## src/image_box_downscaler_assert.svh

```systemverilog
`ifndef IMAGE_BOX_DOWNSCALER_ASSERT_SVH
`define IMAGE_BOX_DOWNSCALER_ASSERT_SVH

// same-cycle implication
`define IBD_ASSERT_NOW(label, clk, rstn, ante, cons) \
    label: assert property (@(posedge clk) disable iff (!(rstn)) (ante) |-> (cons)) \
        else $error("assertion failed");

// next-cycle implication
`define IBD_ASSERT_NEXT(label, clk, rstn, ante, cons) \
    label: assert property (@(posedge clk) disable iff (!(rstn)) (ante) |=> (cons)) \
        else $error("assertion failed");

`endif

```

## src/ibd_pkg.sv

```systemverilog
package ibd_pkg;

    localparam int MAX_WIDTH  = 1024;
    localparam int MAX_FACTOR = 16;
    localparam int MAX_HEIGHT = 4096;

    localparam int WIDTH_W  = 11;
    localparam int HEIGHT_W = 13;
    localparam int FACTOR_W = 5;

    localparam int COL_W  = $clog2(MAX_WIDTH);
    localparam int ROW_W  = $clog2(MAX_HEIGHT);
    localparam int BLK_W  = $clog2(MAX_FACTOR);

    localparam int NUM_CHAN   = 4;
    localparam int CHAN_W     = 8;
    localparam int SUM_W      = 16;
    localparam int CNT_W      = $clog2(MAX_FACTOR * MAX_FACTOR + 1);
    localparam int DIV_STEPS  = CHAN_W;
    localparam int DIVSTEP_W  = $clog2(DIV_STEPS);

    localparam int APB_ADDR_W = 4;
    localparam int APB_DATA_W = 32;

    localparam logic [1:0] REG_WIDTH  = 2'd0;
    localparam logic [1:0] REG_HEIGHT = 2'd1;
    localparam logic [1:0] REG_FACTOR = 2'd2;

    typedef struct packed {
        logic [CHAN_W-1:0] chan0_in;
        logic [CHAN_W-1:0] chan1_in;
        logic [CHAN_W-1:0] chan2_in;
        logic [CHAN_W-1:0] chan3_in;
    } in_word_t;

    typedef struct packed {
        logic [CHAN_W-1:0] chan0_out;
        logic [CHAN_W-1:0] chan1_out;
        logic [CHAN_W-1:0] chan2_out;
        logic [CHAN_W-1:0] chan3_out;
        logic              end_of_row;
        logic              end_of_image;
    } out_word_t;

    typedef struct packed {
        logic [WIDTH_W-1:0]  width;
        logic [HEIGHT_W-1:0] height;
        logic [FACTOR_W-1:0] factor;
    } geom_t;

    typedef struct packed {
        logic take;
        logic sum;
        logic div_step;
        logic out_load;
        logic restart;
    } cmd_t;

    typedef struct packed {
        logic emit;
        logic out_free;
    } status_t;

    typedef enum logic [1:0] {
        ST_IDLE,
        ST_SUM,
        ST_DIV,
        ST_OUT
    } state_t;

endpackage

```

## src/ibd_ctrl.sv

```systemverilog
module ibd_ctrl import ibd_pkg::*; (
    input  logic    aclk,
    input  logic    aresetn,
    input  logic    s_valid,
    input  logic    cfg_write,
    input  status_t status,
    output logic    s_ready,
    output cmd_t    cmd
);

    state_t               state_reg, state_next;
    logic [DIVSTEP_W-1:0] step_reg, step_next;

    always_ff @(posedge aclk) begin
        if (!aresetn) begin
            state_reg <= ST_IDLE;
            step_reg  <= '0;
        end else begin
            state_reg <= state_next;
            step_reg  <= step_next;
        end
    end

    always_comb begin
        state_next = state_reg;
        step_next  = step_reg;
        cmd        = '0;
        s_ready    = 1'b0;
        cmd.restart = cfg_write;
        unique case (state_reg)
            ST_IDLE: begin
                s_ready = aresetn;
                if (s_valid && aresetn) begin
                    cmd.take   = 1'b1;
                    state_next = ST_SUM;
                end
            end
            ST_SUM: begin
                cmd.sum   = 1'b1;
                step_next = '0;
                state_next = status.emit ? ST_DIV : ST_IDLE;
            end
            ST_DIV: begin
                cmd.div_step = 1'b1;
                step_next    = step_reg + 1'b1;
                if (step_reg == DIVSTEP_W'(DIV_STEPS - 1)) begin
                    state_next = ST_OUT;
                end
            end
            ST_OUT: begin
                if (status.out_free) begin
                    cmd.out_load = 1'b1;
                    state_next   = ST_IDLE;
                end
            end
            default: begin
                state_next = ST_IDLE;
            end
        endcase
    end

endmodule

```

## config.mk

```make
export PLATFORM = sky130hd
export DESIGN_NAME = ibd_ctrl
export DESIGN_NICKNAME = d
export VERILOG_FILES = /design/src/image_box_downscaler_assert.svh /design/src/ibd_pkg.sv /design/src/ibd_ctrl.sv
export SDC_FILE = /design/constraint.sdc
export NUM_CORES = 1
export LEC_CHECK = 0
export ABC_AREA = 1
export BUFFER_PORTS_ARGS = -buffer_cell sky130_fd_sc_hd__buf_2
export CAP_MARGIN = 10
export CELL_PAD_IN_SITES_DETAIL_PLACEMENT = 0
export CELL_PAD_IN_SITES_GLOBAL_PLACEMENT = 2
export CORE_MARGIN = 2
export CORE_UTILIZATION = 25
export DETAILED_ROUTE_END_ITERATION = 10
export GPL_ROUTABILITY_DRIVEN = 0
export PLACE_DENSITY_LB_ADDON = 0.05
export SLEW_MARGIN = 40
export SYNTH_ARGS = -nofsm -noshare
export SYNTH_HDL_FRONTEND = slang
export SYNTH_SLANG_ARGS = --single-unit
```

## constraint.sdc

```tcl
create_clock -name aclk -period 1.7 [get_ports aclk]
set_input_delay 0.085 -clock aclk [delete_from_list [all_inputs] [get_ports aclk]]
set_output_delay 0.085 -clock aclk [all_outputs]
set_load 0.05 [all_outputs]
```

### After elaboration in Yosys (flattened, before gate mapping)

Cells that the tools add are included.

* output and inout bits: 6
* flip-flop bits (word level): 5
* input bits: 6
* word-level logic and storage cells: 27

* equality and inequality tests: 7
* reduce and logical (&&, ||, !) cells: 4
* $add $sub $neg: 1
* mux-type cells: 13

Operators with widths (count)
* $mux W2: 4
* $pmux W2 S4: 1
* $mux W1: 7
* $ne A2 B2 Y1 const B: 3
* $pmux W3 S2: 1
* $eq A2 B2 Y1 const B: 2
* $add A3 B1 Y3 const B: 1
* $eq A3 B3 Y1 const B: 1
* $reduce_and A3 Y1: 1
* $eq A2 B1 Y1 const B: 1
* $logic_not A2 Y1: 1
* $reduce_bool A2 Y1: 1
* $logic_and A1 B1 Y1: 1

### Depth between registers and ports, before layout

Gate-level depths: netlist of the first run.

* depth after elaboration: 3
* mapped depth: 8
* mapped depth without buffers: 8

### Worst setup path before layout of the first run

No wires, ideal clock.

* path kind: register -> register
* from: register state_reg[0]
* to: register with a tool-made name
* period minus slack after synthesis: 1473 ps
* library setup time: 113 ps
* arrival time: 1360 ps
* stages on the path, launching flop included: 8
* buffers on the path: 0
* slack: 227 ps
* data required time: 1587 ps
* cell sequence: dfxtp_1 -> inv_1 -> ha_1 -> nand2_1 -> nand4_1 -> nand2_1 -> nand2_1 -> nor2_1

RTL lines
* from (decl): line ibd_ctrl.sv:11 `state_t state_reg, state_next;`
* from (signal assigned): line ibd_ctrl.sv:19 `state_reg <= state_next;`

==> qor.yml, run 1 <==
sta:
  skew_ps: 0.800
  maxSlewViolCount: 0
  tightest_slew_ps: 252
  slew_headroom_pct: 83.3
  hold_viol: 0
  max_freq_ghz: 0.718
  finalSetupTns_ps: 0
  setup_viol: 0
  fin_ws_ps: 306
  period_minus_slack_ps: 1390
  finalCritPeriodShare_pct: 82.0
  rsz0062_at_grt: "false"
placed_design:
  post-place-ws_ps: 369
  hpwl_um: 606
  io_buffers: 9
clock_network:
  clockBufferDepth: 2
  ctsResizeCount: 0
  cts_tree: "built"
  clkSinkCount: 5
  cts-hold-fix-buffers: 0
  postCtsSetupRepairBufs: 0
  cts-root-buf: "clkbuf_4"
  clkLatencyLatePin_ps: 240
  cts_buffers: 3
  cts_htree_levels: 1
  clk_pin_slew_ps: 40
synthesis:
  ys_types: 11
  synth-seq-cells: 5
  netlist_area_um2: 345
  syn-num-nets: 62
  yosysWarnings: 0
  synthCells: 49
  avgSynthCellArea_um2: 7.05
  ys_seq_area_share_pct: 29.0
hold_path:
  min_path_cells: 3
  min_from: "aresetn"
  hp-class: "in -> reg"
global_routing:
  grt_overflow_total: 0
  grt_pass1_wl_um: 1120
  antenna_found_initial: 0
  grt_pass1_vias: 289
  grt_max_degree: 7
  grt_usage_pct: 10.9
route:
  routed_wl_um: 707
  vias: 326
  postRouteAntennaNets: 0
  drt_iter0_markers: 10
  vias_per_cell: 4.29
  drc: 0
  wl_per_cell_um: 9.30
  drt-pass1-iter-count: 4
worst_setup_path:
  crit_arrival_ps: 1310
  worstSetupStartpointType: "flip-flop"
  cp-end-kind: "primary output"
  timing.rr.end: "state_reg[0]"
  reg2regPathDepth: 6
  reg2reg_slack_ps: 370
  crit_required_ps: 1620
  slowest_stage: "dfxtp_1"
  crit_fanout: 6
  crit_family: "buffers and inverters"
  path_class: "reg -> out"
  startpoint: "state_reg[0]"
  crit_path_cell_trace: "inv_1 > ha_1 > buf_2"
  worst_path_largest_cell_delay_ps: 330
  crit_buf_inv: 2
  worstReg2RegStart: "state_reg[0]"
floorplan:
  ios: 12
  coreArea_um2: 1300
  initial_utilization_pct: 26.5
  fp-row-count: 13
  die-area_um2: 1690
  die_w_um: 41.2
  die_y_um: 41.2
cells_and_area:
  area_delta_synth_final_pct: 23.9
  final_nets: 75
  antenna_cells: 0
  final_layout_size_suffix_gt1_share_pct: 19.7
power_and_ir_drop:
  p_leak_nw: 0.254
  power_density_nw_per_um2: 1650
  ir_worst_vdd_mv: 0.499
flow_run:
  maxCapViolCount: 0
outcome:
  status: "finished clean"
==> final cells by class <==
| type | count | area (um^2) |
|---|---|---|
| fillers | 164 | 873 |
| multi-input cells | 33 | 200 |
| flip-flops and latches | 5 | 100 |
| repair buffers | 9 | 45.0 |
| inverters | 10 | 37.5 |
| clock buffers | 4 | 26.3 |
| well taps | 15 | 18.8 |
==> metal layers <==
| metal | vias to the layer above | track usage, % | share of wire, % |
|---|---|---|---|
| met3 | 0 | 6.52 | 9.6 |
| met2 | 14 | 19.1 | 49 |
| met1 | 136 | 10.0 | 41 |
| li1 | 176 | - | - |
| met4 | 0 | 4.84 | 0 |
| met5 | - | 0 | 0 |
==> how the worst max path moves through the flow <==
stage / endpoint / slack, ps / cells after the start
after detailed placement: state_reg[0] / 370 / 6
after CTS: cmd[4] / 290 / 5
final: cmd[2] / 310 / 3
after global routing: cmd[4] / 190 / 5
after global placement: state_reg[0] / 450 / 6
after floorplan: flip-flop / 230 / 7
==> through the flow <==
| step | util (%) | hold WS [ps] | instances | total power [mW] | area, um^2 |
|---|---|---|---|---|---|
| floorplan | - | 205 | 49 | 0.498 | 345 |
| global placement | 30.9 | 171 | 72 | 0.569 | 402 |
| detailed placement | 30.9 | 171 | 72 | 0.576 | 402 |
| CTS | 32.9 | 104 | 76 | 0.717 | 428 |
| global route | 32.9 | 99.8 | 76 | 0.776 | 428 |
| finish | 32.9 | 112 | 76 | 0.705 | 428 |
==> cells in the final DEF, fill, tap and decap left out <==
cell type	Yosys	routed
nand2_1	13	13
inv_1	10	10
buf_2	0	9
ha_1	7	7
dfxtp_1	5	5
nor2_1	4	4
a21oi_1	3	3
nand3_1	3	3
clkbuf_4	0	3
a211oi_1	1	1
nor3_1	1	1
nand4_1	1	1
clkbuf_1	0	1
==> tightest hold or removal path, cell delays in order <==
cell	delay (ps)
buf_2	130
nand2_1	60
nor2_1	30
==> synthesized netlist by cell type, drive strengths merged <==
master / number / area share (%)
ha: 7 / 25
a211oi: 1 / 2.2
nand2: 13 / 14
inv: 10 / 11
buf: 1 / 2.2
nor3: 1 / 1.4
nand3: 3 / 4.3
dfxtp: 5 / 29
nor2: 4 / 4.3
a21oi: 3 / 4.3
nand4: 1 / 1.8
==> cell families (layout without fill, tap and decap cells) <==
logic type               Yosys count  count (layout)  share of synthesized area [%]
flip-flops                         5               5                           29.0
adder cells (fa/ha/maj)            7               7                           25.4
buffers and inverters             11              23                           13.0
AO/OA/AOI/OAI                      4               4                           6.52
AND/OR/NAND/NOR                   22              22                           26.1
==> report_power, final <==
part | switching [mW] | internal [mW] | total, mW
clock | 0.0439 | 0.0884 | 0.132
sequential | 0.0229 | 0.142 | 0.165
combinational | 0.295 | 0.113 | 0.408
total | 0.362 | 0.344 | 0.705
Note: power is estimated with default switching activity, not from simulation.
==> run 2: changes to the inputs <==
Settings changed: CORE_UTILIZATION 25 to 23.
Clock period 1.7 ns to 1.4 ns, I/O delays scaled along.
==> run 2 against run 1 <==
- utilization decreased by 0.17 points
- design area increased by 3.2%
- combinational power up 24%
- highest routed layer unchanged
- first-iteration DRC count down 70%
- die area grew 7.8%
- global-route usage decreased by 2.1 points
- clock skew up 10 ps
- critical endpoint is now s_ready
- register-to-register slack got worse by 150 ps
- power is 25% higher
==> qor.yml, run 2 (synthesis results as in run 1) <==
outcome:
  status: "finished clean"
power_and_ir_drop:
  ir_worst_vdd_mv: 0.487
  power_density_nw_per_um2: 1990
  p_leak_nw: 0.256
sta:
  setup_viol: 0
  slew_headroom_pct: 83.5
  skew_ps: 10.8
  rsz0062_at_grt: "false"
  finalCritPeriodShare_pct: 90.7
  finalSetupTns_ps: 0
  max_freq_ghz: 0.788
  hold_viol: 0
  maxSlewViolCount: 0
  period_minus_slack_ps: 1270
  tightest_slew_ps: 250
worst_setup_path:
  slowest_stage: "dfxtp_1"
  worstReg2RegStart: "step_reg[0]"
  reg2regPathDepth: 8
  crit_buf_inv: 3
  crit_required_ps: 1330
  crit_arrival_ps: 1200
  reg2reg_slack_ps: 220
  worst_path_largest_cell_delay_ps: 370
  cp-end-kind: "primary output"
  path_class: "reg -> out"
  worstSetupStartpointType: "flip-flop"
  crit_path_cell_trace: "inv_2 > ha_1 > nand2_1 > inv_1 > clkbuf_4"
  crit_fanout: 4
  crit_family: "flip-flops"
route:
  routed_wl_um: 676
  drt-pass1-iter-count: 2
  wl_per_cell_um: 8.89
  vias: 331
  drt_iter0_markers: 3
  postRouteAntennaNets: 0
  drc: 0
  vias_per_cell: 4.36
placed_design:
  placed_area_um2: 404
  io_buffers: 9
  hpwl_um: 581
floorplan:
  initial_utilization_pct: 25.6
  die_w_um: 42.8
  coreArea_um2: 1350
  die_y_um: 42.8
  ios: 12
  die-area_um2: 1830
  fp-row-count: 13
clock_network:
  cts-hold-fix-buffers: 0
  clkLatencyLatePin_ps: 240
  clockBufferDepth: 2
  clk_pin_slew_ps: 50
  cts-root-buf: "clkbuf_4"
  cts_htree_levels: 1
  cts_tree: "built"
  clkSinkCount: 5
  postCtsSetupRepairBufs: 0
  cts_buffers: 3
global_routing:
  grt_overflow_total: 0
  antenna_found_initial: 0
  grt_usage_pct: 8.86
  grt_pass1_vias: 297
  grt_max_degree: 7
  grt_pass1_wl_um: 1210
cells_and_area:
  multiInputGateArea_um2: 203
  final_common_cell: "nand2_1"
  area_delta_synth_final_pct: 27.9
  final_nets: 75
  fin_area_um2: 442
  final_layout_size_suffix_gt1_share_pct: 27.9
  fillers: 162
  regArea_um2: 101
  antenna_cells: 0
  layout_common_cells: "13 x nand2_1, 8 x inv_1, 7 x buf_2, 6 x ha_1"
hold_path:
  min_to: "state_reg[0]"
  min_path_cells: 3
  min_from: "aresetn"
  hp-class: "in -> reg"
flow_run:
  maxCapViolCount: 0
run 2: layer usage:
metal | track usage [%] | vias to the layer above | wire length [um]
li1 | - | 175 | -
met1 | 11.4 | 149 | 306
met2 | 12.1 | 7 | 311
met3 | 3.40 | 0 | 58
met4 | 5.63 | 0 | 0
met5 | 0 | - | 0
run 2: repair_timing:
item	in CTS	in global routing
hold endpoints to repair	0	0
endpoints found under the setup margin	0	4
resized for setup	0	7
run 2: stage by stage:
stage | cells | setup slack (ps) | hold slack [ps] | power [mW] | util [%]
after floorplan | 49 | 28.5 | 190 | 0.609 | -
after global placement | 72 | 184 | 141 | 0.695 | 29.9
after detailed placement | 72 | 177 | 141 | 0.698 | 29.9
after CTS | 76 | 0.424 | 95.7 | 0.874 | 32.0
after global routing | 76 | 28.8 | 104 | 0.970 | 32.7
final | 76 | 131 | 89.4 | 0.880 | 32.7
run 2: worst max-delay path by stage:
stage / from / slack (ps) / end / depth (start not counted)
after floorplan: state_reg[0] / 30 / cmd[4] / 4
after global placement: state_reg[0] / 180 / state_reg[0] / 6
after detailed placement: state_reg[0] / 180 / state_reg[0] / 6
after CTS: state_reg[0] / 0.4 / cmd[4] / 5
after global routing: flip-flop / 30 / s_ready / 5
final: flip-flop / 130 / s_ready / 5
run 2: tightest hold or removal path: cells and delay by family:
| kind | cells | cell delay, ps |
|---|---|---|
| and+or+nand+nor | 2 | 110 |
| buffers and inverters | 1 | 130 |
run 2: final cells by class:
type	instances	share of cell area, %
clock buffers	3	5.10
clock inverters	1	1.13
inverters	10	8.50
multi-input cells	33	45.9
flip-flops and latches	5	22.9
well taps	15	4.25
repair buffers	9	12.2
run 2: where the power goes:
| part | leakage [nW] | internal, mW | switching [mW] | total [mW] |
|---|---|---|---|---|
| clock | 0.0177 | 0.104 | 0.0632 | 0.167 |
| combinational | 0.197 | 0.153 | 0.354 | 0.507 |
| sequential | 0.0409 | 0.175 | 0.0307 | 0.206 |
==> run 3: changes to the inputs <==
Settings changed: ABC_AREA 1 to unset, CORE_UTILIZATION 23 to 26.
==> run 3 against run 2 <==
- first-iteration DRC count decreased by 67%
- synthesized area increased by 4.3%
- sequential power decreased by 24%
- clock-buffer cell count increased by 1
- wire length increased by 2.2%
- via count decreased by 9.7%
- sequential share of layout area decreased by 1.9 points
- utilization increased by 4.8 points
- critical endpoint is now cmd[4]
==> qor.yml, run 3 <==
global_routing:
  grt_use_met3_pct: 1.63
  grt_pass1_vias: 301
  use_met1_pct: 12.8
  gr-max-usage-layer: "met2"
  grt_max_degree: 9
  antenna_found_initial: 0
  grt_usage_pct: 10.0
  grt_overflow_total: 0
  grt.met2_usage_pct: 16.0
  grt_pass1_wl_um: 1120
synthesis:
  synthArstFlopShare_pct: 0
  netlist_area_um2: 360
  yosysMostFrequentCell: "ha_1"
  ys_seq_area_share_pct: 27.8
  synthTopCellsByCount: "7 x ha_1, 5 x dfxtp_1, 3 x nand2b_1, 3 x nand3_1"
  synth-seq-cells: 5
  synth_area_leader_cell: "dfxtp_1"
  syn-num-nets: 50
  avgSynthCellArea_um2: 9.74
  ys_types: 21
  synth_ff_type: "dfxtp_1"
  synth_area_leaders: "dfxtp_1 28%, ha_1 24%, nor2b_4 7.6%"
  synth_top_area_share_pct: 27.8
  synthCells: 37
  synth_edf_count: 0
  yosysWarnings: 0
clock_network:
  cts_tree: "built"
  cts-root-buf: "clkbuf_4"
  cts-hold-fix-buffers: 0
  clkSinkCount: 5
  clkLatencyLatePin_ps: 240
  cts_htree_levels: 1
  clk_pin_slew_ps: 40
  clockBufferDepth: 2
  cts_buffers: 3
sta:
  setup_viol: 0
  maxSlewViolCount: 0
  whs_ps: 98.0
  skew_ps: 0.0832
  max_freq_ghz: 0.742
  rsz0062_at_grt: "false"
  finalCritPeriodShare_pct: 96.2
  slew_headroom_pct: 79.3
  fin_ws_ps: 53.0
  tightest_slew_ps: 306
  finalSetupTns_ps: 0
  period_minus_slack_ps: 1350
  hold_viol: 0
route:
  vias_per_cell: 4.46
  vias: 299
  wl_per_cell_um: 10.3
  drt-pass1-iter-count: 2
  routed_wl_um: 691
  drt_iter0_markers: 1
  drc: 0
  postRouteAntennaNets: 0
placed_design:
  hpwl_um: 566
  placed_area_um2: 442
  io_buffers: 9
  placed_cells: 63
  post-place-ws_ps: -14.7
floorplan:
  die_w_um: 41.2
  die-area_um2: 1700
  fp-row-count: 13
  initial_utilization_pct: 27.7
  coreArea_um2: 1300
  ios: 12
  die_y_um: 41.2
cells_and_area:
  antenna_cells: 0
  final_common_cell: "buf_2"
  area_delta_synth_final_pct: 35.4
  final_cells: 67
  final_util_pct: 37.5
  fillers: 146
  final_nets: 66
  final_layout_size_suffix_gt1_share_pct: 46.2
  fin_area_um2: 488
  layout_common_cells: "7 x buf_2, 5 x ha_1, 4 x buf_4"
flow_run:
  maxCapViolCount: 0
power_and_ir_drop:
  p_int_mw: 0.322
  power_frac_clock_pct: 34.9
  pwr-share-comb_pct: 32.1
  seqPwrFrac_pct: 33.0
  switching_power_mw: 0.151
  switching_share_pct: 32.0
  power_density_nw_per_um2: 969
  p_leak_nw: 0.227
  fin_total_pwr_mw: 0.473
  ir_worst_vdd_mv: 0.556
worst_setup_path:
  worstSetupStartpointType: "flip-flop"
  crit_fanout: 5
  path_class: "reg -> out"
  crit_required_ps: 1330
  crit_arrival_ps: 1280
  cp-end-kind: "primary output"
outcome:
  status: "finished clean"
hold_path:
  hp-class: "in -> reg"
## run 3: cells by family (layout without fill, tap and decap cells)
family / after synthesis / count (layout) / share of synthesized area [%]
buffers and inverters: 3 / 18 / 4.17
multiplexers: 1 / 1 / 2.78
adder cells (fa/ha/maj): 7 / 7 / 24.3
AND/OR/NAND/NOR: 16 / 16 / 30.9
flip-flops: 5 / 5 / 27.8
AO/OA/AOI/OAI: 5 / 5 / 10.1
## run 3: layout make-up
class                      instances  area, um^2  area share, %
multi-input combinational         29         256           52.6
clock buffer                       4        26.3           5.38
timing repair buffer              12        76.3           15.6
inverter                           2        7.51           1.54
sequential                         5         103           21.0
tap                               15        18.8           3.85
## run 3: final timing paths
path                                   start      endpoint  slack, ps  cells after the start
worst min-delay path               status[1]     flip-flop        100                      3
worst max-delay path            state_reg[0]        cmd[4]         50                      5
worst max register to register  state_reg[0]  state_reg[0]        120                      5
worst min register to register   step_reg[1]   step_reg[1]        470                      2
## run 3: layer usage
layer / wire length [um] / up-vias
li1: - / 157
met1: 298 / 135
met2: 350 / 7
met3: 43 / 0
met4: 0 / 0
met5: 0 / -
## run 3: what timing repair did
item	4_1_cts	5_1_grt
setup endpoints to repair	3	3
hold endpoints to repair	0	0
gates resized for setup	5	2
setup buffers	0	0
## run 3: power groups by stage
stage | clock network, mW | registers [mW] | logic, mW
3_3_place_gp | 0 | 0.157 | 0.140
4_1_cts | 0.173 | 0.156 | 0.150
6_report | 0.165 | 0.156 | 0.152
5_1_grt | 0.183 | 0.157 | 0.166
2_1_floorplan | 0 | 0.156 | 0.111
3_5_place_dp | 0 | 0.158 | 0.143
## run 3: worst max-delay path, cell delays in order (launching register included)
cell,delay (ps)
dfxtp_2,340
inv_2,60
ha_2,180
buf_4,120
and3_1,170
buf_6,150
